[src/rtl/gcyi_pkg.sv]
`timescale 1ns / 1ps
// shared types and constants for the gyro calibration and yaw integration block
// no dependencies

package gcyi_pkg;

  // item operation codes
  localparam logic OP_SAMPLE = 1'b0;
  localparam logic OP_LOAD   = 1'b1;

  // configuration register indexes
  localparam logic CFG_TICK_SCALE = 1'b0;
  localparam logic CFG_FLAT_MODE  = 1'b1;

  // register reset values
  localparam logic [31:0] TICK_SCALE_RST = 32'd1501760;
  localparam logic        FLAT_MODE_RST  = 1'b1;

  // step saturation limit
  localparam int STEP_LIMIT = 1048576;

  // divider and sequencer widths and iteration counts
  localparam int DVD_W    = 70;
  localparam int DVS_W    = 42;
  localparam int QUO_W    = 31;
  localparam int CNT_W    = 7;
  localparam int RATIO_IT = 70;
  localparam int SQRT_IT  = 16;
  localparam int SCALE_IT = 32;

  typedef enum logic [4:0] {
    S_IDLE,
    S_CAL_SQ,
    S_CAL_TOT,
    S_CAL_AX,
    S_CAL_DIV,
    S_CAL_SQRT,
    S_T_DZ0,
    S_T_DZ1,
    S_T_FLAT,
    S_T_X0,
    S_T_X1,
    S_T_Y0,
    S_T_Y1,
    S_T_Z,
    S_T_ABS,
    S_T_SCALE,
    S_T_SAT,
    S_T_DIV,
    S_T_FIN,
    S_DONE
  } state_t;

endpackage

[src/rtl/gyro_calibrate_yaw_integrate.sv]
`timescale 1ns / 1ps
// gyro bias calibration and yaw integration, single sequenced datapath
// depends on gcyi_pkg

//  channel   direction  handshake                fields
//  in_       in         in_valid / in_stall      operation, rates, accels, new_heading
//  out_      out        out_valid / out_stall    heading, heading_step, calibrated
//  cfg_      in         cfg_valid / cfg_ready    cfg_index, cfg_data
//
//  a load item goes straight to the output stage; a calibration sample squares
//  each accel axis; the sample that closes calibration adds a 70-step divide and
//  a 16-step root per axis; a tick runs the 32-step bit-serial scale multiply;
//  the divide by CAL_SAMPLES is one reciprocal multiply (skipped when saturated)
//  synchronous active-low reset clears all calibration state and the yaw
//  in_stall is high from acceptance until the result sits in the output register;
//  the output register holds while out_stall is high

module gyro_calibrate_yaw_integrate #(
  parameter int CAL_SAMPLES   = 500,
  parameter int YAW_FRAC_BITS = 16
) (
  input  logic               clk,
  input  logic               rst_n,
  // item input
  input  logic               in_valid,
  output logic               in_stall,
  input  logic               in_operation,
  input  logic signed [15:0] in_rate_x,
  input  logic signed [15:0] in_rate_y,
  input  logic signed [15:0] in_rate_z,
  input  logic signed [15:0] in_accel_x,
  input  logic signed [15:0] in_accel_y,
  input  logic signed [15:0] in_accel_z,
  input  logic signed [24:0] in_new_heading,
  // result output
  output logic               out_valid,
  input  logic               out_stall,
  output logic signed [24:0] out_heading,
  output logic signed [21:0] out_heading_step,
  output logic               out_calibrated,
  // configuration writes
  input  logic               cfg_valid,
  output logic               cfg_ready,
  input  logic               cfg_index,
  input  logic [31:0]        cfg_data
);

  // yaw working width: room for 360 degrees plus one step and a loaded value
  localparam int YW = (YAW_FRAC_BITS + 10 > 27) ? YAW_FRAC_BITS + 10 : 27;
  localparam int K  = 47 - YAW_FRAC_BITS;
  localparam logic signed [YW-1:0] HALF = YW'(longint'(180) <<< YAW_FRAC_BITS);
  localparam logic signed [YW-1:0] FULL = YW'(longint'(360) <<< YAW_FRAC_BITS);
  localparam logic [75:0] SAT_THR =
    76'(longint'(CAL_SAMPLES) * longint'(gcyi_pkg::STEP_LIMIT + 1)) << K;
  localparam logic signed [16:0] N_MUL = 17'(CAL_SAMPLES);
  localparam logic [10:0] N_CMP = 11'(CAL_SAMPLES);
  // reciprocal of CAL_SAMPLES, exact for unsaturated dividends below 2^30
  localparam int RSH = 30 + $clog2(CAL_SAMPLES);
  localparam logic [31:0] RECIP =
    32'(((longint'(1) <<< RSH) + longint'(CAL_SAMPLES) - 1) / longint'(CAL_SAMPLES));

  gcyi_pkg::state_t state_r, state_nxt;

  // configuration
  logic [31:0] scale_r;
  logic        flat_r;

  // calibration state
  logic [9:0]         ctr_r;
  logic               cal_r;
  logic signed [25:0] zsum_r;
  logic signed [15:0] zlow_r, zhigh_r;
  logic [39:0]        acs_r [3];
  logic [15:0]        grav_r [3];
  logic signed [YW-1:0] yaw_r;

  // captured item
  logic signed [15:0] rx_r, ry_r, rz_r;
  logic signed [15:0] ac_r [3];

  // sequencer
  logic [1:0]         axis_r;
  logic [gcyi_pkg::CNT_W-1:0] cnt_r;
  logic [41:0]        tot_r;

  // tick datapath
  logic signed [26:0] tmp_r, dz_r;
  logic signed [44:0] acc_r;
  logic [42:0]        mc_r;
  logic               neg_r;
  logic [43:0]        ph_r;
  logic [31:0]        pl_r;
  logic signed [21:0] step_r;

  // shared long divider
  logic [gcyi_pkg::DVD_W-1:0] dvd_r;
  logic [gcyi_pkg::DVS_W-1:0] dvs_r, rem_r;
  logic [gcyi_pkg::QUO_W-1:0] quo_r;

  // shared square root
  logic [31:0] sx_r, sr_r, sb_r;

  // output register
  logic               ov_r;
  logic signed [24:0] oh_r;
  logic signed [21:0] os_r;
  logic               oc_r;

  // shared multiplier
  logic signed [26:0] mul_a;
  logic signed [16:0] mul_b;
  logic signed [43:0] mul_p;

  logic               in_acc, out_free;
  logic [42:0]        rem2;
  logic               div_ge;
  logic [31:0]        sq_trial;
  logic               sq_ge;
  logic [44:0]        sc_sum;
  logic [75:0]        prod_w, prod_sh;
  logic [61:0]        rcp_p;
  logic [21:0]        q22;
  logic signed [21:0] step_val;
  logic signed [YW-1:0] yaw_dec;
  logic               outside;

  function automatic logic signed [YW-1:0] wrap_yaw(input logic signed [YW-1:0] y);
    logic signed [YW-1:0] r;
    r = y;
    if (y > HALF) r = y - FULL;
    else if (y < -HALF) r = y + FULL;
    return r;
  endfunction

  assign in_acc   = in_valid && !in_stall;
  assign out_free = !ov_r || !out_stall;

  // multiplier operand selection
  always_comb begin
    mul_a = '0;
    mul_b = '0;
    case (state_r)
      gcyi_pkg::S_CAL_SQ: begin
        mul_a = 27'(ac_r[axis_r]);
        mul_b = 17'(ac_r[axis_r]);
      end
      gcyi_pkg::S_T_DZ0: begin
        mul_a = 27'(rz_r);
        mul_b = N_MUL;
      end
      gcyi_pkg::S_T_X0: begin
        mul_a = 27'(rx_r);
        mul_b = N_MUL;
      end
      gcyi_pkg::S_T_Y0: begin
        mul_a = 27'(ry_r);
        mul_b = N_MUL;
      end
      gcyi_pkg::S_T_X1: begin
        mul_a = tmp_r;
        mul_b = signed'({1'b0, grav_r[0]});
      end
      gcyi_pkg::S_T_Y1: begin
        mul_a = tmp_r;
        mul_b = signed'({1'b0, grav_r[1]});
      end
      gcyi_pkg::S_T_Z: begin
        mul_a = dz_r;
        mul_b = signed'({1'b0, grav_r[2]});
      end
      default: begin
        mul_a = '0;
        mul_b = '0;
      end
    endcase
  end
  assign mul_p = mul_a * mul_b;

  // divider, root and scale-multiply steps
  assign rem2     = {rem_r, dvd_r[gcyi_pkg::DVD_W-1]};
  assign div_ge   = rem2 >= {1'b0, dvs_r};
  assign sq_trial = sr_r + sb_r;
  assign sq_ge    = sx_r >= sq_trial;
  assign sc_sum   = {1'b0, ph_r} + (pl_r[0] ? {2'b0, mc_r} : 45'd0);
  assign prod_w   = {ph_r, pl_r};
  assign prod_sh  = prod_w >> K;
  assign rcp_p    = 62'(prod_sh[29:0]) * 62'(RECIP);
  assign q22      = quo_r[21:0];
  assign step_val = neg_r ? -signed'(q22) : signed'(q22);
  assign yaw_dec  = yaw_r - YW'(step_val);
  assign outside  = (rz_r < zlow_r) || (rz_r > zhigh_r);

  // next state
  always_comb begin
    state_nxt = state_r;
    case (state_r)
      gcyi_pkg::S_IDLE: begin
        if (in_acc) begin
          if (in_operation == gcyi_pkg::OP_LOAD) state_nxt = gcyi_pkg::S_DONE;
          else if (cal_r) state_nxt = gcyi_pkg::S_T_DZ0;
          else state_nxt = gcyi_pkg::S_CAL_SQ;
        end
      end
      gcyi_pkg::S_CAL_SQ:
        if (axis_r == 2'd2) state_nxt = gcyi_pkg::S_CAL_TOT;
      gcyi_pkg::S_CAL_TOT:
        state_nxt = ({1'b0, ctr_r} >= N_CMP) ? gcyi_pkg::S_CAL_AX : gcyi_pkg::S_DONE;
      gcyi_pkg::S_CAL_AX: begin
        if (tot_r != '0) state_nxt = gcyi_pkg::S_CAL_DIV;
        else if (axis_r == 2'd2) state_nxt = gcyi_pkg::S_DONE;
      end
      gcyi_pkg::S_CAL_DIV:
        if (cnt_r == 7'd1) state_nxt = gcyi_pkg::S_CAL_SQRT;
      gcyi_pkg::S_CAL_SQRT:
        if (cnt_r == 7'd1) begin
          state_nxt = (axis_r == 2'd2) ? gcyi_pkg::S_DONE : gcyi_pkg::S_CAL_AX;
        end
      gcyi_pkg::S_T_DZ0:  state_nxt = gcyi_pkg::S_T_DZ1;
      gcyi_pkg::S_T_DZ1:  state_nxt = flat_r ? gcyi_pkg::S_T_FLAT : gcyi_pkg::S_T_X0;
      gcyi_pkg::S_T_FLAT: state_nxt = gcyi_pkg::S_T_ABS;
      gcyi_pkg::S_T_X0:   state_nxt = gcyi_pkg::S_T_X1;
      gcyi_pkg::S_T_X1:   state_nxt = gcyi_pkg::S_T_Y0;
      gcyi_pkg::S_T_Y0:   state_nxt = gcyi_pkg::S_T_Y1;
      gcyi_pkg::S_T_Y1:   state_nxt = gcyi_pkg::S_T_Z;
      gcyi_pkg::S_T_Z:    state_nxt = gcyi_pkg::S_T_ABS;
      gcyi_pkg::S_T_ABS:  state_nxt = gcyi_pkg::S_T_SCALE;
      gcyi_pkg::S_T_SCALE:
        if (cnt_r == 7'd1) state_nxt = gcyi_pkg::S_T_SAT;
      gcyi_pkg::S_T_SAT:
        state_nxt = (prod_w >= SAT_THR) ? gcyi_pkg::S_T_FIN : gcyi_pkg::S_T_DIV;
      gcyi_pkg::S_T_DIV:  state_nxt = gcyi_pkg::S_T_FIN;
      gcyi_pkg::S_T_FIN:  state_nxt = gcyi_pkg::S_DONE;
      gcyi_pkg::S_DONE:
        if (out_free) state_nxt = gcyi_pkg::S_IDLE;
      default: state_nxt = gcyi_pkg::S_IDLE;
    endcase
  end

  // handshake outputs
  always_comb begin
    in_stall  = (state_r != gcyi_pkg::S_IDLE);
    cfg_ready = 1'b1;
    out_valid = ov_r;
  end

  assign out_heading      = oh_r;
  assign out_heading_step = os_r;
  assign out_calibrated   = oc_r;

  // control state, configuration and calibration state
  always_ff @(posedge clk) begin
    if (!rst_n) begin
      state_r <= gcyi_pkg::S_IDLE;
      scale_r <= gcyi_pkg::TICK_SCALE_RST;
      flat_r  <= gcyi_pkg::FLAT_MODE_RST;
      ctr_r   <= '0;
      cal_r   <= 1'b0;
      zsum_r  <= '0;
      zlow_r  <= '0;
      zhigh_r <= '0;
      yaw_r   <= '0;
      ov_r    <= 1'b0;
      for (int i = 0; i < 3; i++) begin
        acs_r[i]  <= '0;
        grav_r[i] <= '0;
      end
    end else begin
      state_r <= state_nxt;
      if (cfg_valid && cfg_ready) begin
        if (cfg_index == gcyi_pkg::CFG_TICK_SCALE) scale_r <= cfg_data;
        else flat_r <= cfg_data[0];
      end
      if (ov_r && !out_stall) ov_r <= 1'b0;
      case (state_r)
        gcyi_pkg::S_IDLE:
          if (in_acc) begin
            if (in_operation == gcyi_pkg::OP_LOAD) begin
              yaw_r <= wrap_yaw(YW'(in_new_heading));
            end else if (!cal_r) begin
              // deadband, bias sum and sample count
              if (in_rate_z > zhigh_r) zhigh_r <= in_rate_z;
              if (in_rate_z < zlow_r) zlow_r <= in_rate_z;
              zsum_r <= zsum_r + 26'(in_rate_z);
              ctr_r  <= ctr_r + 10'd1;
            end
          end
        gcyi_pkg::S_CAL_SQ:
          acs_r[axis_r] <= acs_r[axis_r] + {8'd0, mul_p[31:0]};
        gcyi_pkg::S_CAL_AX:
          if (tot_r == '0) begin
            grav_r[axis_r] <= '0;
            if (axis_r == 2'd2) cal_r <= 1'b1;
          end
        gcyi_pkg::S_CAL_SQRT:
          if (cnt_r == 7'd1) begin
            grav_r[axis_r] <= sq_ge ? 16'((sr_r >> 1) + sb_r) : 16'(sr_r >> 1);
            if (axis_r == 2'd2) cal_r <= 1'b1;
          end
        gcyi_pkg::S_T_FIN:
          yaw_r <= wrap_yaw(yaw_dec);
        gcyi_pkg::S_DONE:
          if (out_free) ov_r <= 1'b1;
        default: ;
      endcase
    end
  end

  // payload datapath
  always_ff @(posedge clk) begin
    case (state_r)
      gcyi_pkg::S_IDLE:
        if (in_acc) begin
          rx_r    <= in_rate_x;
          ry_r    <= in_rate_y;
          rz_r    <= in_rate_z;
          ac_r[0] <= in_accel_x;
          ac_r[1] <= in_accel_y;
          ac_r[2] <= in_accel_z;
          axis_r  <= 2'd0;
          step_r  <= '0;
        end
      gcyi_pkg::S_CAL_SQ:
        axis_r <= axis_r + 2'd1;
      gcyi_pkg::S_CAL_TOT: begin
        tot_r  <= {2'b0, acs_r[0]} + {2'b0, acs_r[1]} + {2'b0, acs_r[2]};
        axis_r <= 2'd0;
      end
      gcyi_pkg::S_CAL_AX:
        if (tot_r != '0) begin
          // floor(S * 2^30 / total)
          dvd_r <= {acs_r[axis_r], 30'd0};
          dvs_r <= tot_r;
          rem_r <= '0;
          quo_r <= '0;
          cnt_r <= gcyi_pkg::CNT_W'(gcyi_pkg::RATIO_IT);
        end else begin
          axis_r <= axis_r + 2'd1;
        end
      gcyi_pkg::S_CAL_DIV: begin
        dvd_r <= dvd_r << 1;
        rem_r <= div_ge ? 42'(rem2 - {1'b0, dvs_r}) : rem2[41:0];
        quo_r <= {quo_r[gcyi_pkg::QUO_W-2:0], div_ge};
        cnt_r <= cnt_r - 7'd1;
        if (cnt_r == 7'd1) begin
          // start the root on the finished quotient
          sx_r  <= {1'b0, quo_r[gcyi_pkg::QUO_W-2:0], div_ge};
          sr_r  <= '0;
          sb_r  <= 32'h4000_0000;
          cnt_r <= gcyi_pkg::CNT_W'(gcyi_pkg::SQRT_IT);
        end
      end
      gcyi_pkg::S_CAL_SQRT: begin
        if (sq_ge) begin
          sx_r <= sx_r - sq_trial;
          sr_r <= (sr_r >> 1) + sb_r;
        end else begin
          sr_r <= sr_r >> 1;
        end
        sb_r  <= sb_r >> 2;
        cnt_r <= cnt_r - 7'd1;
        if (cnt_r == 7'd1) axis_r <= axis_r + 2'd1;
      end
      gcyi_pkg::S_T_DZ0:
        tmp_r <= mul_p[26:0];
      gcyi_pkg::S_T_DZ1:
        dz_r <= outside ? tmp_r - 27'(zsum_r) : 27'd0;
      gcyi_pkg::S_T_FLAT:
        acc_r <= 45'(dz_r) <<< 15;
      gcyi_pkg::S_T_X0, gcyi_pkg::S_T_Y0:
        tmp_r <= mul_p[26:0];
      gcyi_pkg::S_T_X1:
        acc_r <= 45'(mul_p);
      gcyi_pkg::S_T_Y1, gcyi_pkg::S_T_Z:
        acc_r <= acc_r + 45'(mul_p);
      gcyi_pkg::S_T_ABS: begin
        neg_r <= acc_r[44];
        mc_r  <= acc_r[44] ? 43'(-acc_r) : acc_r[42:0];
        ph_r  <= '0;
        pl_r  <= scale_r;
        cnt_r <= gcyi_pkg::CNT_W'(gcyi_pkg::SCALE_IT);
      end
      gcyi_pkg::S_T_SCALE: begin
        ph_r  <= sc_sum[44:1];
        pl_r  <= {sc_sum[0], pl_r[31:1]};
        cnt_r <= cnt_r - 7'd1;
      end
      gcyi_pkg::S_T_SAT:
        if (prod_w >= SAT_THR) quo_r <= gcyi_pkg::QUO_W'(gcyi_pkg::STEP_LIMIT);
      gcyi_pkg::S_T_DIV:
        // divide by CAL_SAMPLES through the reciprocal
        quo_r <= gcyi_pkg::QUO_W'(rcp_p >> RSH);
      gcyi_pkg::S_T_FIN:
        step_r <= step_val;
      gcyi_pkg::S_DONE:
        if (out_free) begin
          oh_r <= yaw_r[24:0];
          os_r <= step_r;
          oc_r <= cal_r;
        end
      default: ;
    endcase
  end

  // checks
  a_step_needs_cal: assert property (@(posedge clk) disable iff (!rst_n)
    (ov_r && os_r != '0) |-> oc_r)
    else $error("nonzero yaw step before calibration");

  a_cal_sticky: assert property (@(posedge clk) disable iff (!rst_n)
    cal_r |=> cal_r)
    else $error("calibrated flag dropped");

  a_step_limit: assert property (@(posedge clk) disable iff (!rst_n)
    ov_r |-> (os_r <= 22'sd1048576 && os_r >= -22'sd1048576))
    else $error("yaw step beyond saturation limit");

  a_grav_unit: assert property (@(posedge clk) disable iff (!rst_n)
    cal_r |-> (grav_r[0] <= 16'd32768 && grav_r[1] <= 16'd32768
               && grav_r[2] <= 16'd32768))
    else $error("gravity component above unit");

endmodule

[config.mk]
export PLATFORM = sky130hd
export DESIGN_NAME = gyro_calibrate_yaw_integrate
export DESIGN_NICKNAME = d
export VERILOG_FILES = /design/src/rtl/gcyi_pkg.sv /design/src/rtl/gyro_calibrate_yaw_integrate.sv
export SDC_FILE = /design/constraint.sdc
export NUM_CORES = 2
export LEC_CHECK = 0
export ABC_CLOCK_PERIOD_IN_PS = 27800
export BUFFER_PORTS_ARGS = -buffer_cell sky130_fd_sc_hd__clkbuf_2
export CAP_MARGIN = 30
export CORE_ASPECT_RATIO = 1.2
export CORE_MARGIN = 2
export CORE_UTILIZATION = 30
export CTS_CLUSTER_DIAMETER = 40
export CTS_CLUSTER_SIZE = 14
export DETAILED_ROUTE_END_ITERATION = 7
export SYNTH_ARGS = -nofsm -noshare
export SYNTH_HDL_FRONTEND = slang
export SYNTH_SLANG_ARGS = --single-unit
[constraint.sdc]
create_clock -name clk -period 27.8 [get_ports clk]
set_clock_uncertainty 0.1 [all_clocks]
set_input_delay 4.17 -clock clk [delete_from_list [all_inputs] [get_ports clk]]
set_output_delay 4.17 -clock clk [all_outputs]
set_load 0.01 [all_outputs]
==> flow_summary.yaml <==
clock_tree:
  cts_buffers: 195
  cts_max_level: 4
  cts_buffer_depth: 4
  insertion_delay_ns: 0.86
  cts_root_buffer: "clkbuf_16"
  ctsHoldBuffers: 0
  cts_resized: 0
  cts.sinks: 1015
  cts_tree: "done"
  cts_setup_buffers: 0
  path_clk_slew_ns: 0.06
drt:
  initialDrtViolationCount: 5134
  drc: 0
  ant_nets: 0
  wl_per_cell_um: 19.8
  first_pass_iters: 6
  vias: 68200
  routed_wl_mm: 271
  via_per_inst: 5.00
layout:
  multi_input_area_um2: 56100
  mostFrequentLayoutCells: "inv_1, ha_1, nor2_1"
  syn2layout_area_growth_pct: 14.8
  seqCellArea_um2: 29100
  final_nets: 11300
  fillers: 30700
  design_area_um2: 104000
  drive_above_1_share_pct: 9.04
  final_common_cell: "inv_1"
  fin_util_pct: 34.6
worst_hold_path:
  hp-class: "flop to flop"
  hp-start: "step_r[2]"
pwr:
  p_per_area_nw_per_um2: 91.6
  power.total_uw: 9540
  power.leakage_uw: 0.0453
  peakVddDrop_v: 0.0000615
global_route:
  grt_pass1_vias: 69900
  grt_first_pass_wirelength_mm: 416
  grt_max_degree: 83
  grt_overflow: 0
  grt_use_total_pct: 17.5
  antenna_found_initial: 11
synthesis:
  yosys_register_bits: 1015
  synth_edf_count: 878
  seq_area_frac_synth_pct: 32.1
  synth-async-reset-ratio_pct: 0
  syn_area_per_cell_um2: 9.90
  yosysWarnings: 0
  ys.flop_type: "edfxtp_1"
  synth_cells: 9161
  netlist_area_um2: 90700
  synth_cell_types: 95
sta:
  worst_slack_ns: 14.87
  slew_headroom_pct: 24.3
  rsz0062_at_grt: "no"
  finalCritPeriodShare_pct: 46.5
  finalSetupViolCount: 0
  worst_pin_slew_ns: 1.14
  tns_ns: 0
  max_freq_mhz: 77.4
  final-max-slew-violation-count: 0
  hold_viol: 0
  min_period_ns: 12.93
die:
  die_width_um: 506
  initial_utilization_pct: 30.1
  die_y_um: 606
  core_um2: 301000
  rows: 221
  dieArea_um2: 307000
  ios: 211
setup_path:
  critPathLaunch: "state_r[0]"
  cp-end-kind: "flop"
  cpMaxStageDelayCell: "dfxtp_1"
  arrival_ns: 13.46
  path_max_fanout: 22
  critPathRequiredTime_ns: 28.34
  worst_setup_path_start_kind: "flop"
  r2r-start: "state_r[0]"
  critical_path_class: "flop to flop"
  max_stage_delay_ns: 0.85
placement:
  place.gp.congestion: 0.927
  hpwl_mm: 212
  postPlaceCellArea_um2: 97300
  place_ws_ns: 15.26
  io_buffers: 209
outcome:
  status: "finished clean"
job:
  drv_cap: 0
-- cells in the mapped netlist (27+ instances only) --
cell / count / area, µm²
a22oi_1: 34 / 255
and3_1: 49 / 307
a21o_1: 211 / 1580
nor4_1: 43 / 269
a221o_1: 31 / 310
a31oi_1: 94 / 588
fa_1: 772 / 15500
a21oi_1: 439 / 2200
nor2_1: 897 / 3370
and2_1: 101 / 632
a211o_1: 31 / 272
nand3_1: 113 / 566
nor2b_1: 86 / 538
o21a_1: 67 / 503
o21ai_0: 336 / 1680
mux2i_1: 98 / 981
o21bai_1: 62 / 465
or3_1: 27 / 169
inv_1: 1290 / 4840
xnor2_1: 260 / 2280
a211oi_1: 72 / 541
a22o_1: 41 / 359
ha_1: 911 / 11400
xor2_1: 193 / 1690
clkbuf_1: 234 / 878
o211ai_1: 36 / 270
mux4_2: 37 / 833
dfxtp_1: 137 / 2740
o31ai_1: 42 / 315
nand2b_1: 93 / 582
nand2_1: 876 / 3290
edfxtp_1: 878 / 26400
nor3_1: 110 / 551
nand4_1: 74 / 463
-- where the power goes --
part           internal, µW  switching [µW]  total, µW
clock                  1560             897       2450
sequential             2020             175       2190
combinational          1770            3130       4900
total                  5340            4200       9540
-- registers in the layout, summed over array words and instances, names as in the netlist, 40 cells and up, named ones only --
signal,count
dvd_r,40
rem_r,42
acs_r,160
ph_r,44
ac_r,48
mc_r,43
acc_r,45
grav_r,48
tot_r,42
dvs_r,42
-- cells by family after synthesis --
kind of cell | after synthesis | synth area share, %
compound gates | 1720 | 12.5
other cells | 2 | 0.00828
xor+xnor | 454 | 4.39
fa+ha+maj | 1683 | 29.6
mux | 146 | 2.14
flops | 1015 | 32.1
simple gates | 2587 | 12.8
buf+inv | 1554 | 6.45
-- stage by stage --
stage / hold WS [ns] / cells
2_1_floorplan: 0.300 / 9172
3_3_place_gp: 0.304 / 13300
3_5_place_dp: 0.305 / 13300
4_1_cts: 0.319 / 13600
5_1_grt: 0.326 / 13600
6_report: 0.318 / 13600
-- critical path, delay by kind of cell (launching register included) --
kind | cells | cell delay, ns
AO/OA/AOI/OAI | 13 | 3.60
XOR/XNOR | 1 | 0.51
adder cells (fa/ha/maj) | 8 | 3.74
buffers and inverters | 7 | 1.01
flip-flops | 1 | 0.85
AND/OR/NAND/NOR | 9 | 2.92
-- path summary, 6_finish.rpt --
kind                            cells past startpoint                  end  slack (ns)
worst min-delay path                                0  out_heading_step[2]        0.32
worst max-delay path                               38         acs_r[1][32]       14.87
worst max register to register                     38         acs_r[1][32]       14.87
worst min register to register                      0  out_heading_step[2]        0.32
-- metal layers --
layer	vias to the layer above	part of all wire, %	routed length [µm]	GRT usage [%]
li1	32200	-	-	-
met1	33500	42	113000	21.7
met2	1931	48	130000	29.9
met3	550	5.7	15500	2.89
met4	8	4.6	12600	7.25
met5	-	0.021	57	0
-- final cells by class --
| class | instances | area share [%] |
|---|---|---|
| flip-flops and latches | 1015 | 28.0 |
| clock inverters | 148 | 1.75 |
| multi-input cells | 6603 | 53.8 |
| repair buffers | 364 | 2.19 |
| well taps | 4014 | 4.82 |
| clock buffers | 207 | 4.79 |
| inverters | 1293 | 4.66 |
| diodes | 4 | 0.00961 |
Note: power is estimated with default switching activity, not from simulation.
